==> src/rtl/gcr_pkg.sv <==
`default_nettype none

package gcr_pkg;

  // Edge store sizing
  localparam int EDGE_CAPACITY = 256;
  localparam int EDGE_AW       = $clog2(EDGE_CAPACITY);
  localparam int CNT_W         = EDGE_AW + 1;

  // Coordinate format: signed, FRACTION_BITS below the binary point
  localparam int FRACTION_BITS = 4;
  localparam int COORD_W       = 16;
  localparam int COL_W         = 10;
  localparam int SHIFT_W       = 11;
  localparam int PIX_W         = 12;
  localparam int SAMP_W        = PIX_W + FRACTION_BITS;
  localparam int DIFF_W        = ((COORD_W > SAMP_W) ? COORD_W : SAMP_W) + 1;
  localparam int ACC_W         = 2 * DIFF_W + 2;

  // Per-sample winding sum, covers +/- the full edge count
  localparam int WIND_W        = CNT_W + 1;
  localparam int COVER_W       = 5;

  // Result fields
  localparam int COV_W         = 8;
  localparam int HELD_W        = 9;
  localparam int HELD_MAX      = 511;

  // Stream widths
  localparam int IN_TDATA_W    = 56;
  localparam int OUT_TDATA_W   = 24;
  localparam int OP_W          = 2;

  // Operation codes
  localparam logic [OP_W-1:0] OP_CLEAR     = 2'd0;
  localparam logic [OP_W-1:0] OP_ADD_POINT = 2'd1;
  localparam logic [OP_W-1:0] OP_QUERY     = 2'd2;

  // Configuration register indexes
  localparam logic CFG_SHIFT_X = 1'b0;
  localparam logic CFG_SHIFT_Y = 1'b1;

  localparam logic signed [ACC_W-1:0] ACC_ONE = 1;

  typedef struct packed {
    logic signed [COORD_W-1:0] x;
    logic signed [COORD_W-1:0] y;
  } point_t;

  typedef struct packed {
    point_t upper;
    point_t lower;
    logic   rises;
  } edge_t;

  typedef struct packed {
    logic       clear;
    logic       step;
    logic [1:0] row;
    logic       dir;
    logic       in_range;
  } eval_ctrl_t;

  // Scale a value by the sample offset -3, -1, +1 or +3 eighths of a pixel
  function automatic logic signed [ACC_W-1:0] offset_scale(
    input logic signed [ACC_W-1:0] v,
    input logic [1:0]              idx
  );
    logic signed [ACC_W-1:0] r;
    case (idx)
      2'd0: begin
        r = -(v + (v <<< 1));
      end
      2'd1: begin
        r = -v;
      end
      2'd2: begin
        r = v;
      end
      default: begin
        r = v + (v <<< 1);
      end
    endcase
    return r <<< (FRACTION_BITS - 3);
  endfunction

endpackage

`default_nettype wire

==> src/rtl/gcr_mac.sv <==
`default_nettype none

module gcr_mac (
  input  wire logic                               clk_i,
  input  wire logic                               en_i,
  input  wire logic                               clr_i,
  input  wire logic signed [gcr_pkg::DIFF_W-1:0]  a_i,
  input  wire logic signed [gcr_pkg::DIFF_W-1:0]  b_i,
  output logic signed [gcr_pkg::ACC_W-1:0]        acc_o
);

  logic signed [2*gcr_pkg::DIFF_W-1:0] prod;
  logic signed [gcr_pkg::ACC_W-1:0]    acc_d, acc_q;

  // One product per cycle while en_i is high, added to the running sum or to zero
  assign prod  = a_i * b_i;
  assign acc_d = (clr_i ? '0 : acc_q) + gcr_pkg::ACC_W'(prod);

  always_ff @(posedge clk_i) begin
    if (en_i) begin
      acc_q <= acc_d;
    end
  end

  assign acc_o = acc_q;

endmodule

`default_nettype wire

==> config.mk <==
export PLATFORM = sky130hd
export DESIGN_NAME = gcr_mac
export DESIGN_NICKNAME = d
export VERILOG_FILES = /design/src/rtl/gcr_pkg.sv /design/src/rtl/gcr_mac.sv
export SDC_FILE = /design/constraint.sdc
export NUM_CORES = 1
export LEC_CHECK = 0
export BUFFER_PORTS_ARGS = -buffer_cell sky130_fd_sc_hd__buf_2
export CAP_MARGIN = 0
export CORE_MARGIN = 2
export CORE_UTILIZATION = 51
export CTS_CLUSTER_DIAMETER = 80
export DETAILED_ROUTE_END_ITERATION = 8
export GPL_ROUTABILITY_DRIVEN = 0
export PLACE_DENSITY = 0.68
export RECOVER_POWER = 50
export SLEW_MARGIN = 5
export SYNTH_ARGS = -nofsm -noshare
export SYNTH_HDL_FRONTEND = slang
export SYNTH_SLANG_ARGS = --single-unit
==> constraint.sdc <==
create_clock -name clk_i -period 14.4 [get_ports clk_i]
set_input_delay 3.6 -clock clk_i [delete_from_list [all_inputs] [get_ports clk_i]]
set_output_delay 3.6 -clock clk_i [all_outputs]
set_load 0.005 [all_outputs]
Word-level counts from Yosys, hierarchy flattened
Cells that the tools add are included.
- flip-flop bits (word level): 36
- input port bits: 37
- $add $sub $neg: 1
- multiply operators: 1
- muxes and demuxes: 1
- operator list (operator ; count):
    $add 36x36->36 ; 1
    $mux 36 ; 1
    $mul 17x17->34 ; 1

Logic depth before layout (Yosys ltp)
- depth after elaboration: 2
- depth in mapped cells: 36
- gate-level depth less buffers: 35

Least setup slack after synthesis
OpenSTA, ideal clock, no wires.
- path type: input to register
- start point: in b_i[8] (netlist name)
- end point: reg acc_q, in the netlist acc_o[35] (data pin)
- setup time: 0.274 ns
- arrival: 10.768 ns
- data required time: 14.126 ns
- path slack: 3.358 ns
- cell stages on the path: 30
- buffers on the path: 2
- path through: clkbuf_1 -> clkbuf_1 -> nand2_1 -> fa_1 -> inv_1 -> fa_1 -> fa_1 -> fa_1 -> fa_1 -> inv_1 -> fa_1 -> inv_1 -> ha_1 -> a211o_1 -> or4_1 -> o211ai_1 -> o21bai_1 -> nand2b_1 -> a21oi_1 -> xnor2_1 -> ha_1 -> nand2_1 -> nor4_1 -> nand3_1 -> o211ai_2 -> o21ai_1 -> o311ai_1 -> nand2_1 -> a41oi_1 -> o311ai_2
- longest elaborated chain between the ends: 2
- ends and longest elaborated chain (item ; RTL line ; source):
    start: declaration ; gcr_mac.sv:8 ; input wire logic signed [gcr_pkg::DIFF_W-1:0] b_i,
    $mul 17x17->34 ; gcr_mac.sv:16 ; assign prod = a_i * b_i;
    $add 36x36->36 ; gcr_mac.sv:17 ; assign acc_d = (clr_i ? '0 : acc_q) + gcr_pkg::ACC_W'(prod);
    net acc_d (one bit) ; gcr_mac.sv:13 ; logic signed [gcr_pkg::ACC_W-1:0] acc_d, acc_q;
    end signal: assignment ; gcr_mac.sv:21 ; acc_q <= acc_d;
    end: declaration ; gcr_mac.sv:13 ;
The timed path passes the listed nets, and every way through them passes these cells.
A chain may end at the register's enable or synchronous reset.

Worst setup path after layout
- start point: in a_i[8] (netlist name)
- end point: reg acc_q, in the netlist acc_o[35] (data pin)
- longest elaborated chain between the ends: 2
- ends and longest elaborated chain (item ; RTL line ; source):
    start: declaration ; gcr_mac.sv:7 ; input wire logic signed [gcr_pkg::DIFF_W-1:0] a_i,
    $mul 17x17->34 ; gcr_mac.sv:16 ;
    $add 36x36->36 ; gcr_mac.sv:17 ;
    net acc_d (one bit) ; gcr_mac.sv:13 ;
The timed path passes the listed nets, and every way through them passes these cells.

==> metrics.yaml <==
sta:
  layout_min_cycle_time_ns: 11.47
  setup_viol: 0
  worst_pin_slew_ns: 2.160
  fmax_mhz: 87.15
  period_share_pct: 79.68
  rsz0062_at_grt: "false"
  fin_skew_ns: 0.003720
  finalHoldViolCount: 0
  relSlewSlack_pct: -44.03
  final-max-slew-violation-count: 37
  setup_tns_ns: 0
clock_tree:
  clkSinkCount: 36
  numCtsBuffers: 5
  clk_latency_ns: 0.29
  cts_resized: 0
  cts_root_buffer: "clkbuf_16"
  tritoncts: "yes"
  cts_post_setup_buffers_inserted: 0
  h-tree-depth: 2
  clk_path_buf_depth: 2
  clkTransAtPathRegs_ns: 0.06
  holdBufCountCts: 0
drt:
  drtPass1Iterations: 5
  routedWlPerCell_um: 16.47
  drc: 0
  drt_iter0_markers: 465
  viasPerCell: 5.352
  via_count: 10070
  routed_wirelength_mm: 30.99
  ant_nets: 0
layout:
  fin_nets: 1994
  drive_gt1_share_pct: 5.321
  largest_reg_flops: 36
  syn_to_final_growth_pct: 5.401
  antenna_cells: 0
die:
  die_w_um: 169.2
  dieArea_um2: 28640
  initial_core_util_pct: 51.81
  core-area_um2: 26880
  rows: 60
  io_pins: 73
  die_height_um: 169.2
yosys:
  synth_flop_cell: "edfxtp_1"
  syn_area_um2: 13920
  ys_ff_latch: 36
  async_flop_share_pct: 0
  syn_nets: 1957
  syn_area_per_cell_um2: 9.264
  synthCells: 1503
  synth_cell_types: 59
  yosysWarnings: 0
  synth-seq-area-share_pct: 7.764
  synth-edff-count: 36
critical_path:
  critPathArrivalTime_ns: 11.49
  cp-end-kind: "flop"
  path_class: "input pin to flop"
  max_stage_delay_ns: 0.54
  cp_max_fo: 17
  crit_top_cell: "fa_1"
  path_delay_family: "adder cells"
  crit_buf_inv: 5
  cp.required_ns: 14.42
  setup.worst_path.start_class: "input pin"
  slowest_stage: "fa_1"
global_routing:
  antenna_found_initial: 0
  grt_max_degree: 37
  grtUsageTotal_pct: 22.75
  grt_pass1_vias: 10810
  gr-total-overflow: 0
  grt_pass1_wl_mm: 51.98
run:
  max_cap_violations: 1
min_path:
  hold_path_class: "flop to flop"
placement:
  dp_hpwl_mm: 25.60
  port-buffer-count: 72
status:
  status: "finished with violations"
  violations: "capacitance limit, slew limit"
-- cell usage after synthesis (9+ instances only) --
library cell / n / area [um2]
a21o_1: 21 / 157.7
o21bai_1: 12 / 90.09
o21ai_1: 12 / 60.06
xor2_1: 18 / 157.7
ha_1: 120 / 1501
nor3_1: 14 / 70.07
o21a_1: 9 / 67.56
o21ai_0: 18 / 90.09
nand2_1: 155 / 581.8
and2_1: 150 / 938.4
nor2_1: 34 / 127.6
xnor2_1: 51 / 446.7
inv_1: 337 / 1265
fa_1: 297 / 5946
nor2b_1: 39 / 244.0
clkbuf_1: 42 / 157.7
edfxtp_1: 36 / 1081
a21oi_1: 56 / 280.3
-- worst reg2reg max path: cells and delay by family (launching register included) --
family	cells	cell delay [ns]
AOI/OAI and AO/OA	7	1.52
xor gates and xnor gates	1	0.09
adders and majority gates	2	0.79
DFF	1	0.40
and+or+nand+nor	3	0.56
-- kinds of logic (layout without fill, tap and decap cells) --
kind of cell | Yosys count | in the layout | share of synthesized area (%)
AO/OA/AOI/OAI | 169 | 169 | 8.214
buffers and inverters | 379 | 417 | 10.22
AND/OR/NAND/NOR | 433 | 433 | 15.98
adder cells (fa/ha/maj) | 417 | 417 | 53.49
XOR/XNOR | 69 | 69 | 4.340
flip-flops | 36 | 36 | 7.764
-- path summary, 6_finish.rpt --
kind,depth (start not counted),to,slack [ns],startpoint
setup / recovery,33,acc_o[35],2.93,a_i[8]
hold / removal,2,acc_o[0],0.75,acc_o[0]
setup reg to reg,13,acc_o[34],10.79,acc_o[0]
hold reg to reg,2,acc_o[0],0.75,acc_o[0]
-- placed cells by master, fill, tap and decap left out, types with 34 or more instances in the layout --
| cell type | synthesis | layout |
|---|---|---|
| inv_1 | 337 | 337 |
| fa_1 | 297 | 297 |
| nand2_1 | 155 | 155 |
| and2_1 | 150 | 150 |
| ha_1 | 120 | 120 |
| buf_2 | 0 | 58 |
| a21oi_1 | 56 | 56 |
| xnor2_1 | 51 | 51 |
| nor2b_1 | 39 | 39 |
| edfxtp_1 | 36 | 36 |
| nor2_1 | 34 | 34 |
-- cell type report --
cell class	instances	area, um2
fillers	2526	12200
multi-input cells	1088	11420
inverters	337	1265
flip-flops and latches	36	1081
well taps	341	426.7
repair buffers	72	342.8
clock buffers	6	128.9
clock inverters	2	11.26
-- metal layers --
layer / vias to the layer above / GRT usage (%) / part of all wire [%]
li1: 4656 / - / -
met1: 5139 / 27.82 / 41
met2: 215 / 42.20 / 53
met3: 63 / 2.215 / 2.7
met4: 0 / 7.358 / 3.4
met5: - / 0 / 0
-- metrics by stage --
step | cell area (um2) | worst slack (ns) | hold WS (ns) | cells | utilization [%]
floorplan | 13920 | 3.358 | 0.6968 | 1503 | -
global placement | 14550 | 2.923 | 0.7527 | 1874 | 54.15
detailed placement | 14550 | 2.693 | 0.7483 | 1874 | 54.15
CTS | 14690 | 2.961 | 0.7624 | 1882 | 54.67
global route | 14680 | 2.437 | 0.8319 | 1882 | 54.60
finish | 14680 | 2.925 | 0.7480 | 1882 | 54.60
Power is left out: the tool's default activity adds up to more than one toggle a clock period on the data nets, which glitch-free logic cannot reach.
