`src/rtl/gcr_pkg.sv`:
```
`default_nettype none

package gcr_pkg;

  // Edge store sizing
  localparam int EDGE_CAPACITY = 256;
  localparam int EDGE_AW       = $clog2(EDGE_CAPACITY);
  localparam int CNT_W         = EDGE_AW + 1;

  // Coordinate format: signed, FRACTION_BITS below the binary point
  localparam int FRACTION_BITS = 4;
  localparam int COORD_W       = 16;
  localparam int COL_W         = 10;
  localparam int SHIFT_W       = 11;
  localparam int PIX_W         = 12;
  localparam int SAMP_W        = PIX_W + FRACTION_BITS;
  localparam int DIFF_W        = ((COORD_W > SAMP_W) ? COORD_W : SAMP_W) + 1;
  localparam int ACC_W         = 2 * DIFF_W + 2;

  // Per-sample winding sum, covers +/- the full edge count
  localparam int WIND_W        = CNT_W + 1;
  localparam int COVER_W       = 5;

  // Result fields
  localparam int COV_W         = 8;
  localparam int HELD_W        = 9;
  localparam int HELD_MAX      = 511;

  // Stream widths
  localparam int IN_TDATA_W    = 56;
  localparam int OUT_TDATA_W   = 24;
  localparam int OP_W          = 2;

  // Operation codes
  localparam logic [OP_W-1:0] OP_CLEAR     = 2'd0;
  localparam logic [OP_W-1:0] OP_ADD_POINT = 2'd1;
  localparam logic [OP_W-1:0] OP_QUERY     = 2'd2;

  // Configuration register indexes
  localparam logic CFG_SHIFT_X = 1'b0;
  localparam logic CFG_SHIFT_Y = 1'b1;

  localparam logic signed [ACC_W-1:0] ACC_ONE = 1;

  typedef struct packed {
    logic signed [COORD_W-1:0] x;
    logic signed [COORD_W-1:0] y;
  } point_t;

  typedef struct packed {
    point_t upper;
    point_t lower;
    logic   rises;
  } edge_t;

  typedef struct packed {
    logic       clear;
    logic       step;
    logic [1:0] row;
    logic       dir;
    logic       in_range;
  } eval_ctrl_t;

  // Scale a value by the sample offset -3, -1, +1 or +3 eighths of a pixel
  function automatic logic signed [ACC_W-1:0] offset_scale(
    input logic signed [ACC_W-1:0] v,
    input logic [1:0]              idx
  );
    logic signed [ACC_W-1:0] r;
    case (idx)
      2'd0: begin
        r = -(v + (v <<< 1));
      end
      2'd1: begin
        r = -v;
      end
      2'd2: begin
        r = v;
      end
      default: begin
        r = v + (v <<< 1);
      end
    endcase
    return r <<< (FRACTION_BITS - 3);
  endfunction

endpackage

`default_nettype wire

```
`src/rtl/gcr_sample_eval.sv`:
```
`default_nettype none

module gcr_sample_eval (
  input  wire logic                               clk_i,
  input  wire gcr_pkg::eval_ctrl_t                ctrl_i,
  input  wire logic signed [gcr_pkg::ACC_W-1:0]   acc_i,
  input  wire logic signed [gcr_pkg::DIFF_W-1:0]  dx_i,
  input  wire logic signed [gcr_pkg::DIFF_W-1:0]  dy_i,
  output logic [gcr_pkg::COVER_W-1:0]             covered_o
);

  logic signed [gcr_pkg::WIND_W-1:0] wind_q [4][4];
  logic signed [gcr_pkg::ACC_W-1:0]  dx_ext, dy_ext, row_term;
  logic signed [gcr_pkg::ACC_W-1:0]  diff [4];
  logic [3:0]                        hit;
  logic signed [gcr_pkg::WIND_W-1:0] dir_step;

  assign dx_ext   = gcr_pkg::ACC_W'(dx_i);
  assign dy_ext   = gcr_pkg::ACC_W'(dy_i);
  assign row_term = gcr_pkg::offset_scale(dx_ext, ctrl_i.row);
  assign dir_step = ctrl_i.dir ? gcr_pkg::WIND_W'(1) : '1;

  // Crossing test for the four samples of the current row
  always_comb begin
    for (int j = 0; j < 4; j++) begin
      diff[j] = acc_i + row_term - gcr_pkg::offset_scale(dy_ext, 2'(j));
      hit[j]  = (diff[j] <= 0);
    end
  end

  // Accumulate edge directions per sample
  always_ff @(posedge clk_i) begin
    for (int r = 0; r < 4; r++) begin
      for (int j = 0; j < 4; j++) begin
        if (ctrl_i.clear) begin
          wind_q[r][j] <= '0;
        end else if (ctrl_i.step && ctrl_i.in_range && ctrl_i.row == 2'(r) && hit[j]) begin
          wind_q[r][j] <= wind_q[r][j] + dir_step;
        end
      end
    end
  end

  // Count samples with nonzero winding
  always_comb begin
    covered_o = '0;
    for (int r = 0; r < 4; r++) begin
      for (int j = 0; j < 4; j++) begin
        covered_o = covered_o + gcr_pkg::COVER_W'(wind_q[r][j] != '0);
      end
    end
  end

endmodule

`default_nettype wire

```
`config.mk`:
```
export PLATFORM = sky130hd
export DESIGN_NAME = gcr_sample_eval
export DESIGN_NICKNAME = d
export VERILOG_FILES = /design/src/rtl/gcr_pkg.sv /design/src/rtl/gcr_sample_eval.sv
export SDC_FILE = /design/constraint.sdc
export NUM_CORES = 1
export LEC_CHECK = 0
export BUFFER_PORTS_ARGS = -buffer_cell sky130_fd_sc_hd__buf_2
export CAP_MARGIN = 5
export CORE_ASPECT_RATIO = 1.1
export CORE_UTILIZATION = 65
export CTS_BUF_LIST = sky130_fd_sc_hd__clkbuf_16
export CTS_CLUSTER_DIAMETER = 50
export DETAILED_ROUTE_END_ITERATION = 8
export PLACE_DENSITY = 0.83
export SYNTH_ARGS = -nofsm -noshare
export SYNTH_HDL_FRONTEND = slang
export SYNTH_SLANG_ARGS = --single-unit
```
`constraint.sdc`:
```
create_clock -name clk_i -period 16.9 [get_ports clk_i]
set_input_delay 0.845 -clock clk_i [delete_from_list [all_inputs] [get_ports clk_i]]
set_output_delay 0.845 -clock clk_i [all_outputs]
set_load 0.01 [all_outputs]
```
Word-level counts from Yosys, hierarchy flattened. Memory sizes are Yosys's and may differ from the RTL's. Cells that the tools add are included.

$add $sub $neg: 42. Magnitude comparators: 4. Equal/unequal tests: 3. Muxes and demuxes: 68. Bitwise gates (word level): 16. Reductions and logical operators: 38.

Operators by type and width (number): 10-bit two-way mux (17); 10-bit adder (16); 10-bit nonzero test (16); 36-bit by 1-bit <= comparator with 1-bit output, second input constant (4); 35-bit case mux with 3 select lines (1); 36-bit subtractor (2); 17-bit negator with 35-bit output (2); 19-bit negator with 35-bit output (2); 5-bit by 1-bit adder with 5-bit output (11); 1-bit two-way mux (50); 17-bit by 18-bit adder with 19-bit output (2); 36-bit adder (1); 36-bit by 18-bit subtractor with 36-bit output (1); 36-bit by 20-bit subtractor with 36-bit output (1); 1-bit logical AND (21); 1-bit bitwise OR (16); 4-bit by 1-bit adder with 5-bit output (1); 3-bit by 1-bit adder with 4-bit output (1); 2-bit equality test, second input constant (2); 2-bit by 1-bit adder with 3-bit output (1); 1-bit by 1-bit adder with 2-bit output (1); 2-bit by 1-bit equality test with 1-bit output, second input constant (1); 2-bit logical NOT (1).

Register bits after elaboration: 0. Bits in writable memories: 160. Input port bits: 77. Output and inout port bits: 5. Memories: 1.

Memory list: wind_q (depth 4, width 40, rd ports 4, clocked after Yosys merged registers in 0, wr ports 4, line gcr_sample_eval.sv:12) `logic signed [gcr_pkg::WIND_W-1:0] wind_q [4][4];`.

Depth between registers and ports, before layout. Gate-level depths: netlist of the first run. An unclocked memory read counts as a cell.

Depth after elaboration: 17. Mapped depth: 39.

Least setup slack after synthesis of the first run. No wires, ideal clock.

Path kind: input to register. From: input dx_i[4] in the netlist's numbering. To: memory wind_q[0][0] in the netlist's numbering (enable). Arrival time: 9.123 ns. Data required time: 16.520 ns. Path slack: 7.397 ns. Cell stages on the path: 34. Buffers on the path: 1. Cell sequence: inv_1 > ha_1 > a2111oi_4 > o31ai_4 > a211oi_1 > o2111ai_1 > nor3_1 > nand3_1 > or2_2 > nor4_1 > xnor2_1 > mux4_2 > ha_1 > and4_1 > and2_1 > a2111oi_0 > nor2_1 > nor3_1 > o21bai_1 > a21oi_1 > xnor2_1 > ha_1 > and2_1 > clkbuf_1 > a21oi_1 > o21ai_0 > a22o_1 > or4_1 > nor4_1 > o2111ai_1 > nor4_1 > nand4_1 > and2_1 > a21oi_1.

RTL lines: from (decl) (line gcr_sample_eval.sv:7) `input wire logic signed [gcr_pkg::DIFF_W-1:0] dx_i,`; to (decl) (line gcr_sample_eval.sv:12).

==> results.yml, run 1 <==
critical_path:
  r2r-start: "wind_q[3][11]$_SDFFCE_PN0P_"
  cp_max_fo: 41
  cp_data_arrival_time_ns: 11.40
  worstSetupStartpoint: "dx_i[2]"
  slowest_delay_ns: 0.79
  slowest_stage: "a2111oi_0"
  cp-end-kind: "register"
  critPathRequiredTime_ns: 16.95
  crit_type: "in2reg"
  ff2ff_path_depth: 11
  setup.worst_path.start_class: "primary input"
logic_synthesis:
  synth_edf_count: 160
  synth-main-ff-cell: "edfxtp_1"
  synth_cell_types: 87
  seq_area_frac_synth_pct: 18.7
  synth_largest_area_cell: "edfxtp_1"
  synth_top_area_share_pct: 18.7
  synthMostInstantiatedCell: "a21oi_1"
  synth_seq_cells: 160
  syn-num-nets: 3635
  synth_area_um2: 25600
  avgSynthCellArea_um2: 8.07
  synthArstFlopShare_pct: 0
  synth_area_leaders: "edfxtp_1, ha_1, xnor2_1"
  yosysWarnings: 0
  netlist_instances: 3177
  netlist_top_cells_count: "a21oi_1, ha_1, nand2_1"
timing:
  finClkSkew_ns: 0.00870
  slew_headroom_pct: 22.8
  hold_viol_final: 0
  fin_tns_setup_ns: 0
  period_minus_slack_ns: 11.34
  setup_violations: 0
  worst_pin_slew_ns: 1.15
  max_freq_ghz: 0.0882
  rsz0062_at_grt: "false"
  fin_crit_sh_pct: 67.1
  final-max-slew-violation-count: 0
global_routing:
  grtUsageTotal_pct: 35.6
  overflow: 0
  grt_max_degree: 83
  grt_pass1_wl_mm: 117
  antenna_found_initial: 0
  grt_pass1_vias: 23793
finish:
  stdcell_count: 3692
  top_register: "wind_q"
  area_delta_synth_final_pct: 5.08
  drive_gt1_share_pct: 5.89
  largest_register_ff_count: 160
  insertedDiodeCount: 0
  fin_util_pct: 70.0
  largestRegisters: "wind_q x160"
  fillCellCount: 3122
  nets: 3637
  fin_area_um2: 27000
clock_network:
  post_cts_buffers: 0
  clk_pin_slew_ns: 0.05
  cts_hold_buf: 0
  clock_path_buffers: 2
  clkSinkCount: 160
  cts-root-buf: "clkbuf_16"
  cts_made_buffers: 17
  cts_htree_levels: 4
  cts_resized: 0
  clk_latency_ns: 0.44
  cts_tree: "built"
min_path:
  hold_depth: 1
  min_from: "wind_q[0][30]$_SDFFCE_PN0P_"
  hold_class: "reg2reg"
route:
  drt_iter0_drc: 2158
  antenna_left: 0
  dr.pass1.iters: 6
  detail_route.wl_per_cell_um: 19.7
  vias: 24647
  drc_errors: 0
  via_per_inst: 6.68
  routed_wl_mm: 72.7
pwr:
  p_leak_nw: 11.2
  peakVddDrop_mv: 0.0954
  powerDensity_nw_per_um2: 124
floorplan:
  boundaryPins: 82
  die_h_um: 210
  start_util_pct: 66.7
  die_area_um2: 40300
  fp.dieW_um: 191
  core_um2: 38500
  rows: 75
flow_run:
  cap_violations: 0
status:
  status: "finished clean"
place:
  dpl.cell_count: 3660
  gp_congestion: 0.990
  port_buffers: 81
  dp_hpwl_mm: 57.2
  placed_area_um2: 26300
## cell usage in the layout, fill, tap and decap left out, types with 17 or more instances in the layout
master and instances:
clkbuf_16 17, or3_1 23, nand3_1 73, o21bai_1 102
o211ai_1 28, inv_1 203, nor2b_1 36, ha_1 349
o21a_1 23, nor2_1 217, nand2_1 276, a21oi_1 354
nand2b_1 34, nor4_1 55, a211oi_1 62, nor3b_1 18
and3_1 31, a31oi_1 24, nand4_1 38, or4_1 23
o21ai_0 149, buf_2 81, edfxtp_1 160, fa_1 32
and2_1 24, a21o_1 88, xnor2_1 227, xor2_1 76
nor3_1 69
## path summary, 6_finish.rpt
kind / to / slack, ns
worst min register to register: wind_q[0][30]$_SDFFCE_PN0P_ / 0.65
worst max register to register: wind_q[3][19]$_SDFFCE_PN0P_ / 14.16
worst min-delay path: wind_q[0][30]$_SDFFCE_PN0P_ / 0.65
worst max-delay path: wind_q[3][2]$_SDFFCE_PN0P_ / 5.56
## report_power, final
part	internal [mW]	switching (mW)
Sequential	0.512	0.0416
Clock	0.243	0.152
Combinational	0.901	1.49
## cell families after synthesis
family	share of synthesized area, %
AOI/OAI and AO/OA	25.6
and+or+nand+nor	18.9
adders and majority gates	19.5
buffers and inverters	4.67
xor gates and xnor gates	10.7
DFF	18.7
muxes	1.90
## stage by stage
| stage | hold slack (ns) | power (mW) | setup slack, ns |
|---|---|---|---|
| 4_1_cts | 0.650 | 3.28 | 5.80 |
| 2_1_floorplan | 0.608 | 2.33 | 7.40 |
| 6_report | 0.649 | 3.34 | 5.56 |
| 3_3_place_gp | 0.633 | 2.81 | 5.61 |
| 3_5_place_dp | 0.643 | 2.87 | 5.38 |
| 5_1_grt | 0.686 | 3.58 | 4.88 |
## routing by layer
layer | routed length (um) | vias up | global-route usage [%]
met5 | 0 | - | 0
met4 | 4720 | 0 | 22.4
met3 | 4220 | 260 | 3.65
met2 | 34900 | 1022 | 61.4
met1 | 28900 | 11551 | 42.1
li1 | - | 11814 | -
## final cells by class
cell class / instances / area, um2 / area share (%)
multi-input combinational: 2705 / 19700 / 72.9
clock buffer: 17 / 425 / 1.58
clock inverter: 15 / 178 / 0.659
timing repair buffer: 94 / 503 / 1.87
tap: 500 / 626 / 2.32
sequential: 160 / 4800 / 17.8
inverter: 201 / 759 / 2.82
## worst max-delay path, delay by kind of cell
kind                       cells  cell delay [ns]
buffers and inverters          3             0.59
adders and majority gates      3             1.04
and+or+nand+nor               14             4.18
muxes                          1             0.45
xor gates and xnor gates       2             0.42
AOI/OAI and AO/OA             11             3.84
Power figures use the tool's default switching activity.
==> run 2, diff against run 1 <==
--- a/config.mk
+++ b/config.mk
@@ -5,6 +5,7 @@
 export SDC_FILE = /design/constraint.sdc
 export NUM_CORES = 1
 export LEC_CHECK = 0
+export ABC_AREA = 1
 export BUFFER_PORTS_ARGS = -buffer_cell sky130_fd_sc_hd__buf_2
 export CAP_MARGIN = 5
 export CORE_ASPECT_RATIO = 1.1
==> constraint.sdc (replaced) <==
create_clock -name clk_i -period 11.7 [get_ports clk_i]
set_input_delay 0.585 -clock clk_i [delete_from_list [all_inputs] [get_ports clk_i]]
set_output_delay 0.585 -clock clk_i [all_outputs]
set_load 0.01 [all_outputs]
==> run 2 against run 1 <==
Compared with the run above:
- combinational power up 23%
- core utilization down 0.33 points
- non-clock buffer count down 8
- setup slack worse by 2.1 ns
- die area up 0.32%
- via count up 1.3%
- sequential share of layout area down 0.19 points
- critical path depth up 13
- register-to-register slack worse by 5.0 ns
- critical path type unchanged
- critical endpoint is now wind_q[3][1]$_SDFFCE_PN0P_
==> results.yml, run 2 <==
route:
  drc_errors: 0
  detail_route.wl_per_cell_um: 15.5
  vias: 24964
  antenna_left: 0
  dr.pass1.iters: 8
  drt_iter0_drc: 1915
  via_per_inst: 5.70
  routed_wl_mm: 67.8
min_path:
  hold_end: "wind_q[0][30]$_SDFFCE_PN0P_"
  hold_depth: 1
  min_from: "wind_q[0][30]$_SDFFCE_PN0P_"
  hold_class: "reg2reg"
finish:
  fillCellCount: 3463
  largestRegisters: "wind_q x160"
  layout_commonest_cell: "nand2_1"
  drive_gt1_share_pct: 5.99
  area_delta_synth_final_pct: 5.88
  final_cell_mix: "nand2_1, inv_1, nor2_1"
  largest_register_ff_count: 160
  nets: 4317
  top_register: "wind_q"
  insertedDiodeCount: 0
pwr:
  p_leak_nw: 13.7
  total_power_mw: 4.12
  peakVddDrop_mv: 0.118
  powerDensity_nw_per_um2: 151
logic_synthesis:
  yosys-mux-area-fraction_pct: 0
  yosysWarnings: 0
  synth_compound_area_share_pct: 13.9
  synth_edf_count: 160
  synth_largest_area_cell: "edfxtp_1"
  netlist_instances: 3772
  synth_seq_cells: 160
  synth-xor-area-share_pct: 9.76
  synth-main-ff-cell: "edfxtp_1"
  synthMostInstantiatedCell: "nand2_1"
  yosys.area_share.simple_pct: 29.8
  syn-num-nets: 4230
  synth_top_family_by_area: "simple AND/OR/NAND/NOR gates"
  synth_area_leaders: "edfxtp_1, ha_1, nand2_1"
  synth_cell_types: 56
  netlist_top_cells_count: "nand2_1, inv_1, nor2_1"
  synth_top_area_share_pct: 18.7
  avgSynthCellArea_um2: 6.82
  seq_area_frac_synth_pct: 18.7
  synth_area_um2: 25700
  synthArstFlopShare_pct: 0
  synth_fa_ha_area_share_pct: 19.5
floorplan:
  die_area_um2: 40400
  fp.dieW_um: 192
  boundaryPins: 82
  rows: 76
  die_h_um: 211
  start_util_pct: 65.8
  core_um2: 39100
clock_network:
  post_cts_buffers: 0
  cts_resized: 0
  clk_pin_slew_ns: 0.06
  cts_made_buffers: 17
  clk_latency_ns: 0.44
  cts-root-buf: "clkbuf_16"
  clock_path_buffers: 2
  cts_htree_levels: 4
  cts_hold_buf: 0
  clkSinkCount: 160
  cts_tree: "built"
global_routing:
  antenna_found_initial: 0
  grt_pass1_wl_mm: 110
  overflow: 0
  grt_pass1_vias: 23031
  grtUsageTotal_pct: 33.5
  grt_max_degree: 56
timing:
  hold_viol_final: 0
  whs_ns: 0.648
  fin_tns_setup_ns: 0
  worst_pin_slew_ns: 1.04
  max_freq_ghz: 0.121
  finClkSkew_ns: 0.00669
  rsz0062_at_grt: "false"
  fin_crit_sh_pct: 70.4
  slew_headroom_pct: 30.6
  period_minus_slack_ns: 8.24
  setup_violations: 0
  final-max-slew-violation-count: 0
critical_path:
  slowest_stage: "fa_1"
  cp-end-kind: "register"
  critPathRequiredTime_ns: 11.79
  cp_data_arrival_time_ns: 8.33
  crit_family: "simple AND/OR/NAND/NOR gates"
  cp_max_fo: 10
  slowest_delay_ns: 0.53
  path_buf_inv: 6
  path_common_cell: "nand2_1"
  worstReg2RegEnd: "wind_q[2][9]$_SDFFCE_PN0P_"
  setup.worst_path.start_class: "primary input"
  crit_type: "in2reg"
  r2r-start: "wind_q[2][1]$_SDFFCE_PN0P_"
  r2r_slack_ns: 9.14
  ff2ff_path_depth: 16
flow_run:
  cap_violations: 0
place:
  port_buffers: 81
  gp_congestion: 1.04
  dp_hpwl_mm: 56.4
status:
  status: "finished clean"
## run 2: cells by family (layout without fill, tap and decap cells)
group                    after synthesis  in the layout
AO/OA/AOI/OAI                        634            634
AND/OR/NAND/NOR                     1735           1735
XOR/XNOR                             286            286
adder cells (fa/ha/maj)              381            381
buffers and inverters                576            675
flip-flops                           160            160
## run 2: routing by layer
layer	track usage [%]	vias to the layer above	part of all wire, %
met2	58.4	887	48
met4	14.1	0	3.7
met5	0	-	0
met1	42.2	11185	43
li1	-	12745	-
met3	2.96	147	5.5
## run 2: cell type report
| class | count | area, um2 | share of cell area [%] |
|---|---|---|---|
| clock buffers | 17 | 425 | 1.56 |
| flip-flops and latches | 160 | 4800 | 17.6 |
| inverters | 558 | 2100 | 7.71 |
| multi-input cells | 3036 | 18800 | 68.9 |
| clock inverters | 14 | 78.8 | 0.289 |
| well taps | 507 | 634 | 2.33 |
| repair buffers | 86 | 443 | 1.63 |
## run 2: power breakdown
group	switching, mW	internal (mW)	total [mW]
sequential	0.0250	0.669	0.694
combinational	1.95	0.998	2.95
clock	0.219	0.263	0.482
## run 2: how the worst max path moves through the flow
stage,start,to,slack [ns],cells after the start
after floorplan,dx_i[0],wind_q[1][0]$_SDFFCE_PN0P_,4.60,46
after global placement,dx_i[0],wind_q[3][7]$_SDFFCE_PN0P_,3.35,47
after detailed placement,dx_i[0],wind_q[3][7]$_SDFFCE_PN0P_,3.11,47
after CTS,dx_i[0],wind_q[3][1]$_SDFFCE_PN0P_,3.53,47
after global routing,dx_i[0],wind_q[2][26]$_SDFFCE_PN0P_,2.44,48
final,dx_i[0],wind_q[3][1]$_SDFFCE_PN0P_,3.46,47
## run 2: per-stage QoR
step / util, % / cells / worst slack (ns) / area, um2
2_1_floorplan: - / 3772 / 4.60 / 25700
3_3_place_gp: 68.4 / 4347 / 3.35 / 26700
3_5_place_dp: 68.4 / 4347 / 3.11 / 26700
4_1_cts: 69.7 / 4378 / 3.53 / 27200
5_1_grt: 69.7 / 4378 / 2.44 / 27200
6_report: 69.7 / 4378 / 3.46 / 27200
## run 2: worst register-to-register path, cell delays in order, from the launching register on
cell and delay [ns]:
edfxtp_1 0.44, ha_1 0.31, a21oi_1 0.14, nor2_1 0.05, nor2_1 0.16, nor2_1 0.06
nor2_1 0.08, o21ai_0 0.12, a21oi_1 0.16, inv_1 0.05, a21oi_1 0.21, nor2_1 0.06
o21ai_0 0.14, nand2_1 0.08, xor2_1 0.14, inv_1 0.07, nor2_1 0.05
